## src/length_prefixed_param_parser_top_defines.svh

```systemverilog
// Assertion macros used by the parser RTL.
`ifndef LENGTH_PREFIXED_PARAM_PARSER_TOP_DEFINES_SVH
`define LENGTH_PREFIXED_PARAM_PARSER_TOP_DEFINES_SVH

// Property that must hold at every clock edge outside reset.
`define LPP_ASSERT_ALWAYS(lbl, expr, msg) \
   lbl: assert property (@(posedge clock) disable iff (reset) (expr)) else $error(msg);

// Antecedent in one cycle implies consequent in the next.
`define LPP_ASSERT_NEXT(lbl, ante, cons, msg) \
   lbl: assert property (@(posedge clock) disable iff (reset) (ante) |=> (cons)) else $error(msg);

`endif

```

## src/lpp_pkg.sv

```systemverilog
`default_nettype none

package lpp_pkg;

   localparam int BufferBytes = 65536;
   localparam int MaxParams   = 255;
   localparam int OffsetCap   = (BufferBytes - 1 < 65535) ? BufferBytes - 1 : 65535;
   localparam logic [15:0] OffsetCapW = 16'(OffsetCap);

   localparam int QueueDepth  = 4;
   localparam int QueueAddrW  = $clog2(QueueDepth);
   localparam int QueueCountW = $clog2(QueueDepth + 1);

   // Summary status codes
   localparam logic [1:0] StatusComplete  = 2'd0;
   localparam logic [1:0] StatusCountShort = 2'd1;
   localparam logic [1:0] StatusMismatch  = 2'd2;
   localparam logic [1:0] StatusTruncated = 2'd3;

   typedef struct packed {
      logic        is_summary;
      logic        final_res;
      logic [7:0]  param_index;
      logic [15:0] payload_offset;
      logic [31:0] declared_length;
      logic [15:0] available_length;
      logic [7:0]  params_read;
      logic [15:0] bytes_consumed;
      logic [1:0]  status;
      logic        ok;
   } lpp_result_type;

   typedef struct packed {
      logic           valid;
      lpp_result_type data;
   } lpp_push_type;

endpackage

`default_nettype wire

```

## src/length_prefixed_param_parser_top.sv

```systemverilog
`default_nettype none

// Channel   Dir  Handshake           Payload
// req_      in   req_valid/req_stall  data_byte, first_byte, last_byte
// rsp_      out  rsp_valid/rsp_stall  record or summary fields
// csr_      in   csr_valid/csr_ready  expected_count (8 bit)
//
// One request per cycle sustained while the queue has room; a request is
// parsed once it sits in the input register, its results land in a 4-entry queue.
// A request with a record and a summary needs two queue slots; the queue
// drains one result per cycle while rsp_stall is low.
// A request passes the input register, then the result queue, before its first result reaches rsp_.
// Synchronous active-high reset clears parse state, queue and expected_count.
// rsp_stall backs up into the queue, then the input register, then req_stall.
module length_prefixed_param_parser_top (
   input  wire logic        clock,
   input  wire logic        reset,

   input  wire logic        req_valid,
   output logic             req_stall,
   input  wire logic [7:0]  req_data_byte,
   input  wire logic        req_first_byte,
   input  wire logic        req_last_byte,

   output logic             rsp_valid,
   input  wire logic        rsp_stall,
   output logic             rsp_is_summary,
   output logic             rsp_final_res,
   output logic [7:0]       rsp_param_index,
   output logic [15:0]      rsp_payload_offset,
   output logic [31:0]      rsp_declared_length,
   output logic [15:0]      rsp_available_length,
   output logic [7:0]       rsp_params_read,
   output logic [15:0]      rsp_bytes_consumed,
   output logic [1:0]       rsp_status,
   output logic             rsp_ok,

   input  wire logic        csr_valid,
   output logic             csr_ready,
   input  wire logic [7:0]  csr_expected_count
);

   // Input register: holds one request until the core can take it.
   logic       in_vld_ff, in_vld_in;
   logic [7:0] in_byte_ff;
   logic       in_first_ff;
   logic       in_last_ff;
   logic [7:0] exp_count_ff;

   logic       room;
   logic       step;
   logic       accept;

   lpp_pkg::lpp_push_type   push_a, push_b;
   lpp_pkg::lpp_result_type head;

   // The core consumes the held request only when the queue can take two.
   assign step      = in_vld_ff && room;
   assign req_stall = in_vld_ff && !room;
   assign accept    = req_valid && !req_stall;
   assign in_vld_in = accept || (in_vld_ff && !step);

   assign csr_ready = 1'b1;

   always_ff @(posedge clock) begin
      if (reset) begin
         in_vld_ff    <= 1'b0;
         exp_count_ff <= 8'd0;
      end else begin
         in_vld_ff <= in_vld_in;
         if (csr_valid && csr_ready) begin
            exp_count_ff <= csr_expected_count;
         end
      end
   end

   always_ff @(posedge clock) begin
      if (accept) begin
         in_byte_ff  <= req_data_byte;
         in_first_ff <= req_first_byte;
         in_last_ff  <= req_last_byte;
      end
   end

   lpp_core u_core (
      .clock          (clock),
      .reset          (reset),
      .step           (step),
      .data_byte      (in_byte_ff),
      .first_byte     (in_first_ff),
      .last_byte      (in_last_ff),
      .expected_count (exp_count_ff),
      .push_a         (push_a),
      .push_b         (push_b)
   );

   lpp_queue u_queue (
      .clock     (clock),
      .reset     (reset),
      .push_a    (push_a),
      .push_b    (push_b),
      .room      (room),
      .out_valid (rsp_valid),
      .out_stall (rsp_stall),
      .out_data  (head)
   );

   assign rsp_is_summary       = head.is_summary;
   assign rsp_final_res        = head.final_res;
   assign rsp_param_index      = head.param_index;
   assign rsp_payload_offset   = head.payload_offset;
   assign rsp_declared_length  = head.declared_length;
   assign rsp_available_length = head.available_length;
   assign rsp_params_read      = head.params_read;
   assign rsp_bytes_consumed   = head.bytes_consumed;
   assign rsp_status           = head.status;
   assign rsp_ok               = head.ok;

endmodule

`default_nettype wire

```

## src/lpp_core.sv

```systemverilog
`default_nettype none

// Parse state and per-byte update. Produces up to two results per byte:
// push_a carries the first, push_b the second (only when push_a is used).
module lpp_core (
   input  wire logic                 clock,
   input  wire logic                 reset,
   input  wire logic                 step,
   input  wire logic [7:0]           data_byte,
   input  wire logic                 first_byte,
   input  wire logic                 last_byte,
   input  wire logic [7:0]           expected_count,
   output lpp_pkg::lpp_push_type     push_a,
   output lpp_pkg::lpp_push_type     push_b
);

   typedef enum logic [1:0] {
      PhCount,
      PhLen,
      PhPayload,
      PhDone
   } phase_type;

   phase_type   phase_ff, phase_in, phase_e;
   logic [1:0]  wpos_ff, wpos_in, wpos_e;
   logic [23:0] wbytes_ff, wbytes_in, wbytes_e;
   logic [7:0]  pdone_ff, pdone_in, pdone_e;
   logic [31:0] left_ff, left_in, left_e;
   logic [31:0] curlen_ff, curlen_in, curlen_e;
   logic [15:0] pstart_ff, pstart_in, pstart_e;
   logic [15:0] offset_ff, offset_in, offset_e;
   logic [15:0] mark_ff, mark_in, mark_e;
   logic [1:0]  pstat_ff, pstat_in, pstat_e;

   logic [15:0] nxt;
   logic [31:0] word;
   logic        rec_vld;
   logic [31:0] rec_avail;
   logic [1:0]  sum_status;
   logic        sum_ok;
   logic        count_bad;
   lpp_pkg::lpp_result_type rec, sum;

   assign count_bad = ({24'd0, expected_count} > 32'(lpp_pkg::MaxParams));

   always_comb begin
      // first byte of a buffer restarts from a clean state
      phase_e  = first_byte ? PhCount : phase_ff;
      wpos_e   = first_byte ? 2'd0    : wpos_ff;
      wbytes_e = first_byte ? 24'd0   : wbytes_ff;
      pdone_e  = first_byte ? 8'd0    : pdone_ff;
      left_e   = first_byte ? 32'd0   : left_ff;
      curlen_e = first_byte ? 32'd0   : curlen_ff;
      pstart_e = first_byte ? 16'd0   : pstart_ff;
      offset_e = first_byte ? 16'd0   : offset_ff;
      mark_e   = first_byte ? 16'd0   : mark_ff;
      pstat_e  = first_byte ? 2'd0    : pstat_ff;

      nxt  = (offset_e < lpp_pkg::OffsetCapW) ? offset_e + 16'd1 : lpp_pkg::OffsetCapW;
      word = {data_byte, wbytes_e};

      phase_in  = phase_e;
      wpos_in   = wpos_e;
      wbytes_in = wbytes_e;
      pdone_in  = pdone_e;
      left_in   = left_e;
      curlen_in = curlen_e;
      pstart_in = pstart_e;
      mark_in   = mark_e;
      pstat_in  = pstat_e;
      rec_vld   = 1'b0;
      rec_avail = 32'd0;

      unique case (phase_e)
         PhCount, PhLen: begin
            if (wpos_e != 2'd3) begin
               case (wpos_e)
                  2'd0:    wbytes_in[7:0]   = data_byte;
                  2'd1:    wbytes_in[15:8]  = data_byte;
                  2'd2:    wbytes_in[23:16] = data_byte;
                  default: wbytes_in        = wbytes_e;
               endcase
               wpos_in = wpos_e + 2'd1;
            end else begin
               wbytes_in = 24'd0;
               wpos_in   = 2'd0;
               if (phase_e == PhCount) begin
                  if (count_bad || word != {24'd0, expected_count}) begin
                     phase_in = PhDone;
                     pstat_in = lpp_pkg::StatusMismatch;
                  end else begin
                     mark_in = nxt;
                     if (expected_count == 8'd0) begin
                        phase_in = PhDone;
                        pstat_in = lpp_pkg::StatusComplete;
                     end else begin
                        phase_in = PhLen;
                     end
                  end
               end else begin
                  mark_in   = nxt;
                  curlen_in = word;
                  left_in   = word;
                  pstart_in = nxt;
                  pdone_in  = pdone_e + 8'd1;
                  if (word == 32'd0) begin
                     rec_vld   = 1'b1;
                     rec_avail = 32'd0;
                     if (pdone_in >= expected_count) begin
                        phase_in = PhDone;
                        pstat_in = lpp_pkg::StatusComplete;
                     end else begin
                        phase_in = PhLen;
                     end
                  end else begin
                     phase_in = PhPayload;
                  end
               end
            end
         end
         PhPayload: begin
            left_in = left_e - 32'd1;
            mark_in = nxt;
            if (left_in == 32'd0) begin
               rec_vld   = 1'b1;
               rec_avail = curlen_e;
               if (pdone_e >= expected_count) begin
                  phase_in = PhDone;
                  pstat_in = lpp_pkg::StatusComplete;
               end else begin
                  phase_in = PhLen;
               end
            end
         end
         PhDone: begin
            // trailing bytes ignored
         end
         default: begin
         end
      endcase

      offset_in = nxt;

      // parameter cut short by the end of the buffer
      if (last_byte && phase_in == PhPayload) begin
         rec_vld   = 1'b1;
         rec_avail = curlen_in - left_in;
      end

      if (phase_in == PhCount)     sum_status = lpp_pkg::StatusCountShort;
      else if (phase_in == PhDone) sum_status = pstat_in;
      else                         sum_status = lpp_pkg::StatusTruncated;
      sum_ok = (expected_count == 8'd0) ||
               (phase_in == PhDone && pstat_in == lpp_pkg::StatusComplete);

      rec                  = '0;
      rec.final_res        = ~last_byte;
      rec.param_index      = pdone_in - 8'd1;
      rec.payload_offset   = pstart_in;
      rec.declared_length  = curlen_in;
      rec.available_length = (rec_avail > 32'h0000_FFFF) ? 16'hFFFF : rec_avail[15:0];

      sum                = '0;
      sum.is_summary     = 1'b1;
      sum.final_res      = 1'b1;
      sum.params_read    = pdone_in;
      sum.bytes_consumed = mark_in;
      sum.status         = sum_status;
      sum.ok             = sum_ok;

      // summary closes the buffer
      if (last_byte) begin
         phase_in  = PhCount;
         wpos_in   = 2'd0;
         wbytes_in = 24'd0;
         pdone_in  = 8'd0;
         left_in   = 32'd0;
         curlen_in = 32'd0;
         pstart_in = 16'd0;
         offset_in = 16'd0;
         mark_in   = 16'd0;
         pstat_in  = 2'd0;
      end

      push_a.valid = step && (rec_vld || last_byte);
      push_a.data  = rec_vld ? rec : sum;
      push_b.valid = step && rec_vld && last_byte;
      push_b.data  = sum;
   end

   always_ff @(posedge clock) begin
      if (reset) begin
         phase_ff  <= PhCount;
         wpos_ff   <= 2'd0;
         wbytes_ff <= 24'd0;
         pdone_ff  <= 8'd0;
         left_ff   <= 32'd0;
         curlen_ff <= 32'd0;
         pstart_ff <= 16'd0;
         offset_ff <= 16'd0;
         mark_ff   <= 16'd0;
         pstat_ff  <= 2'd0;
      end else if (step) begin
         phase_ff  <= phase_in;
         wpos_ff   <= wpos_in;
         wbytes_ff <= wbytes_in;
         pdone_ff  <= pdone_in;
         left_ff   <= left_in;
         curlen_ff <= curlen_in;
         pstart_ff <= pstart_in;
         offset_ff <= offset_in;
         mark_ff   <= mark_in;
         pstat_ff  <= pstat_in;
      end
   end

endmodule

`default_nettype wire

```

## src/lpp_queue.sv

```systemverilog
`default_nettype none

`include "length_prefixed_param_parser_top_defines.svh"

// Small result queue: up to two writes and one read per cycle.
module lpp_queue (
   input  wire logic                  clock,
   input  wire logic                  reset,
   input  lpp_pkg::lpp_push_type      push_a,
   input  lpp_pkg::lpp_push_type      push_b,
   output logic                       room,
   output logic                       out_valid,
   input  wire logic                  out_stall,
   output lpp_pkg::lpp_result_type    out_data
);

   lpp_pkg::lpp_result_type mem [lpp_pkg::QueueDepth];

   logic [lpp_pkg::QueueAddrW-1:0]  wr_ptr_ff, wr_ptr_in;
   logic [lpp_pkg::QueueAddrW-1:0]  rd_ptr_ff, rd_ptr_in;
   logic [lpp_pkg::QueueCountW-1:0] count_ff, count_in;
   logic [lpp_pkg::QueueAddrW-1:0]  wr_ptr_b;
   logic                            pop;

   assign pop       = out_valid && !out_stall;
   assign out_valid = (count_ff != '0);
   assign out_data  = mem[rd_ptr_ff];
   // two free slots needed for a worst-case byte
   assign room      = (count_ff <= lpp_pkg::QueueCountW'(lpp_pkg::QueueDepth - 2));
   assign wr_ptr_b  = wr_ptr_ff + lpp_pkg::QueueAddrW'(1);

   always_comb begin
      wr_ptr_in = wr_ptr_ff + lpp_pkg::QueueAddrW'(push_a.valid)
                            + lpp_pkg::QueueAddrW'(push_b.valid);
      rd_ptr_in = rd_ptr_ff + lpp_pkg::QueueAddrW'(pop);
      count_in  = count_ff + lpp_pkg::QueueCountW'(push_a.valid)
                           + lpp_pkg::QueueCountW'(push_b.valid)
                           - lpp_pkg::QueueCountW'(pop);
   end

   always_ff @(posedge clock) begin
      if (push_a.valid) begin
         mem[wr_ptr_ff] <= push_a.data;
      end
      if (push_b.valid) begin
         mem[wr_ptr_b] <= push_b.data;
      end
   end

   always_ff @(posedge clock) begin
      if (reset) begin
         wr_ptr_ff <= '0;
         rd_ptr_ff <= '0;
         count_ff  <= '0;
      end else begin
         wr_ptr_ff <= wr_ptr_in;
         rd_ptr_ff <= rd_ptr_in;
         count_ff  <= count_in;
      end
   end

   `LPP_ASSERT_ALWAYS(a_count_bound, count_ff <= lpp_pkg::QueueCountW'(lpp_pkg::QueueDepth), "result queue overflow")
   `LPP_ASSERT_ALWAYS(a_second_needs_first, !push_b.valid || push_a.valid, "second push without first")
   `LPP_ASSERT_NEXT(a_pop_drains, pop && !push_a.valid, count_ff == $past(count_ff) - lpp_pkg::QueueCountW'(1), "queue count did not drop on pop")
   `LPP_ASSERT_ALWAYS(a_ptr_gap, wr_ptr_ff == rd_ptr_ff + lpp_pkg::QueueAddrW'(count_ff), "queue pointers disagree with count")

endmodule

`default_nettype wire

```

## config.mk

```make
export PLATFORM = sky130hd
export DESIGN_NAME = length_prefixed_param_parser_top
export DESIGN_NICKNAME = d
export VERILOG_FILES = /design/src/lpp_pkg.sv /design/src/length_prefixed_param_parser_top.sv /design/src/lpp_core.sv /design/src/lpp_queue.sv
export VERILOG_INCLUDE_DIRS = /design/src /design/src/src
export SDC_FILE = /design/constraint.sdc
export NUM_CORES = 1
export LEC_CHECK = 0
export ABC_AREA = 1
export BUFFER_PORTS_ARGS = -buffer_cell sky130_fd_sc_hd__buf_2
export CAP_MARGIN = 40
export CELL_PAD_IN_SITES_DETAIL_PLACEMENT = 1
export CELL_PAD_IN_SITES_GLOBAL_PLACEMENT = 2
export CORE_MARGIN = 8
export CORE_UTILIZATION = 33
export CTS_CLUSTER_SIZE = 16
export DETAILED_ROUTE_END_ITERATION = 6
export PLACE_DENSITY_LB_ADDON = 0.15
export REMOVE_ABC_BUFFERS = 1
export SYNTH_ARGS = -nofsm -noshare
export SYNTH_HDL_FRONTEND = slang
export SYNTH_HIERARCHICAL = 1
export SYNTH_SLANG_ARGS = --single-unit
```

## constraint.sdc

```tcl
create_clock -name clock -period 7.25 [get_ports clock]
set_input_delay 1.45 -clock clock [delete_from_list [all_inputs] [get_ports clock]]
set_output_delay 1.45 -clock clock [all_outputs]
set_load 0.005 [all_outputs]
```

==> results.json <==
{
  "setup_viol": 0,
  "drv_cap": 0,
  "sw_frac_of_total_pct": 33.2,
  "clock_latency_ns": 0.66,
  "dp_hpwl_um": 95500,
  "core_area_mm2": 0.116,
  "r2r_end": "u_queue/mem[0][34]$_DFFE_PP_",
  "finalCoreUtilization_pct": 36.6,
  "nFillCells": 14500,
  "r2r-start": "in_first_ff$_DFFE_PP_",
  "critical_path.max_stage_delay_ns": 0.56,
  "clock-sinks": 580,
  "hp-class": "flip-flop to flip-flop",
  "grt_max_degree": 131,
  "path_max_fanout": 16,
  "grt_util_met3_pct": 3.02,
  "tightestPinTransition_ns": 0.985,
  "pwr_density_cell_mw_per_mm2": 228,
  "drive_gt1_share_pct": 7.69,
  "fin_crit_sh_pct": 92.3,
  "synthDistinctLibCells": 69,
  "clk_pin_slew_ns": 0.06,
  "synth-seq-cells": 580,
  "cts-resized-gates": 0,
  "hold_violations": 0,
  "min_to": "u_core/pstat_ff[0]$_SDFFE_PP0P_",
  "r2r_setup_slack_ns": 0.56,
  "antenna_left": 0,
  "postCtsSetupBuffers": 0,
  "gp_congestion": 0.905,
  "p_int_uw": 6470,
  "dr_total_vias": 35800,
  "timing.hold.ws_ns": 0.444,
  "hold_buffers": 0,
  "arrival_ns": 7.09,
  "cts_max_level": 3,
  "diodes": 0,
  "cts_root_buffer": "clkbuf_16",
  "drv_slew": 0,
  "dieArea_mm2": 0.128,
  "clock_skew_ns": 0.0249,
  "clockPowerShare_pct": 39.5,
  "rsz0062_at_grt": "no",
  "rows": 125,
  "holdCritStartpoint": "u_core/pstat_ff[0]$_SDFFE_PP0P_",
  "status": "completed",
  "grt.met2_usage_pct": 38.1,
  "required_ns": 7.64,
  "areaGrowthSynthToFinish_pct": 10.4,
  "peakVddDrop_mv": 0.187,
  "seq_area_frac_synth_pct": 41.0,
  "crit_type": "flip-flop to flip-flop",
  "wl_um": 150000,
  "wl_per_cell_um": 21.3,
  "period_needed_ns": 6.69,
  "grt_pass1_vias": 36100,
  "syn_inst": 5493,
  "async_reset_ff_share_pct": 0,
  "cts_tree": "yes",
  "crit_start": "in_first_ff$_DFFE_PP_",
  "end_kind": "flip-flop",
  "final_net_count": 5525,
  "startpoint_type": "flip-flop",
  "use_met1_pct": 31.4,
  "die_h_um": 357,
  "cts_buffers": 76,
  "initial_core_util_pct": 33.2,
  "grt_usage_pct": 23.0,
  "netlist_area_mm2": 0.0384,
  "grt_pass1_wl_um": 227000,
  "mostFrequentLayoutCell": "nand2_1",
  "gr-total-overflow": 0,
  "power.leakage_uw": 0.0195,
  "antenna_found_initial": 1,
  "setup_tns_ns": 0,
  "mostFrequentLayoutCells": "1830 x nand2_1, 832 x inv_1, 414 x edfxtp_1, 395 x nand3_1, 283 x nor2_1",
  "synth_edf_count": 414,
  "grt.busiest_layer": "met2",
  "drtPass1Iterations": 5,
  "reg2reg_depth": 32,
  "crit_top_cell": "nand2_1",
  "port_buffers": 125,
  "power_switching_uw": 3220,
  "comb_power_share_pct": 21.9,
  "remaining_drc_errors": 0,
  "ios": 127,
  "synth_area_per_cell_um2": 7.00,
  "drtIter0Drc": 2190,
  "relSlewSlack_pct": 34.3,
  "die_w_um": 357,
  "clockBufferDepth": 3,
  "hold_depth": 2,
  "synth_flop_cell": "edfxtp_1",
  "viasPerCell": 5.10,
  "fmax_ghz": 0.149,
  "slowest_stage": "nor2_1",
  "seqPwrFrac_pct": 38.6,
  "yosysWarnings": 6
}
==> critical path, delay by kind of cell, from the launching register on <==
kind / cells / cell delay [ns]
AND/OR/NAND/NOR: 21 / 3.47
adder cells (fa/ha/maj): 3 / 1.03
AO/OA/AOI/OAI: 5 / 0.94
buffers and inverters: 3 / 0.53
flip-flops: 1 / 0.44
==> how the worst max path moves through the flow <==
| stage | to | cells past startpoint |
|---|---|---|
| after global placement | u_queue/mem[0][30]$_DFFE_PP_ | 32 |
| after floorplan | u_queue/mem[1][0]$_DFFE_PP_ | 11 |
| final | u_queue/mem[0][34]$_DFFE_PP_ | 32 |
| after detailed placement | u_queue/mem[0][34]$_DFFE_PP_ | 32 |
| after CTS | u_queue/mem[0][34]$_DFFE_PP_ | 32 |
| after global routing | u_queue/mem[0][28]$_DFFE_PP_ | 34 |
==> cell type report <==
| type | count | area [um2] | area share (%) |
|---|---|---|---|
| multi-input cells | 3733 | 17600 | 41.5 |
| flip-flops and latches | 580 | 15800 | 37.2 |
| inverters | 850 | 3210 | 7.56 |
| clock buffers | 107 | 2190 | 5.16 |
| well taps | 1524 | 1910 | 4.49 |
| repair buffers | 200 | 1470 | 3.46 |
| clock inverters | 34 | 300 | 0.707 |
==> registers in the layout (all words and copies together) (netlist names) <==
| name | flops |
|---|---|
| in_first_ff | 1 |
| u_queue/count_ff | 3 |
| u_core/curlen_ff | 32 |
| in_byte_ff | 8 |
| u_core/pstart_ff | 16 |
| u_queue/wr_ptr_ff | 2 |
| exp_count_ff | 8 |
| u_core/phase_ff | 2 |
| u_core/pdone_ff | 8 |
| in_last_ff | 1 |
| u_core/offset_ff | 16 |
| in_vld_ff | 1 |
| u_core/wpos_ff | 2 |
| u_queue/rd_ptr_ff | 2 |
| u_core/wbytes_ff | 24 |
| u_queue/mem | 404 |
| u_core/pstat_ff | 2 |
| u_core/mark_ff | 16 |
| u_core/left_ff | 32 |
==> cells by family (layout without fill, tap and decap cells) <==
| logic type | count (synthesis) | count (layout) | synth area share, % |
|---|---|---|---|
| AND/OR/NAND/NOR | 2877 | 2877 | 32.0 |
| AO/OA/AOI/OAI | 666 | 666 | 9.50 |
| other | 3 | 75 | 0.0293 |
| XOR/XNOR | 54 | 54 | 1.23 |
| flip-flops | 580 | 580 | 41.0 |
| buffers and inverters | 1252 | 1191 | 14.1 |
| adder cells (fa/ha/maj) | 61 | 61 | 2.06 |
==> power groups by stage <==
stage | Sequential (uW) | Clock (uW) | Combinational (uW)
after floorplan | 3880 | 0 | 987
after global placement | 3810 | 0 | 2140
after detailed placement | 3810 | 0 | 2180
after CTS | 3740 | 3950 | 2190
after global routing | 3750 | 4050 | 2370
final | 3740 | 3830 | 2120
==> metal layers <==
layer  share of wire, %  vias to the layer above
met5                  0                        -
met4                2.2                        0
met3                4.3                      168
met2                 46                      618
met1                 47                    17600
li1                   -                    17400
==> synthesized netlist by cell type, types with 4 or more instances <==
master     number  share of area [%]
nor2_2          9               0.15
o22ai_1        17               0.28
nor3_1         22               0.29
dfxtp_1       166                8.6
nand3_1       397                5.2
clkinv_1        4              0.039
nand3b_1        8               0.16
and2_1          6              0.098
buf_2         150                2.0
a2bb2oi_1       4              0.091
inv_1         834                8.1
o21ai_0       228                3.0
inv_2          11               0.11
nand2_1      1835                 18
a21oi_1       238                3.1
buf_1          23               0.22
o21ai_1        83                1.1
edfxtp_1      414                 32
nor4_1          4              0.065
nor2_4          8               0.23
o21ai_2         9               0.21
nand3_2         4               0.10
o21a_1          7               0.14
fa_1            4               0.21
o2111ai_1       5               0.11
a31oi_1        14               0.23
nor2_1        285                2.8
clkbuf_1      104                1.0
xor2_1         43               0.98
or2_2          20               0.33
o211ai_1       17               0.33
nand4_1       250                4.1
o221ai_1        6               0.14
buf_6          17               0.50
a21oi_2         4              0.091
nand2_2        11               0.18
buf_4         107                2.1
ha_1           57                1.9
a22oi_1         9               0.18
xnor2_1        11               0.25
o21bai_1        7               0.14
==> per-stage QoR <==
step / setup WS [ns] / instance area [um2] / instances / total power [uW]
after global routing: 0.0884 / 42400 / 7028 / 10200
after detailed placement: 0.687 / 40000 / 6887 / 5990
after floorplan: -15.67 / 36500 / 5163 / 4860
after global placement: 0.897 / 39800 / 6882 / 5950
after CTS: 0.671 / 42400 / 7028 / 9880
final: 0.556 / 42400 / 7028 / 9690
No activity file was read; power rests on OpenSTA's default activity.
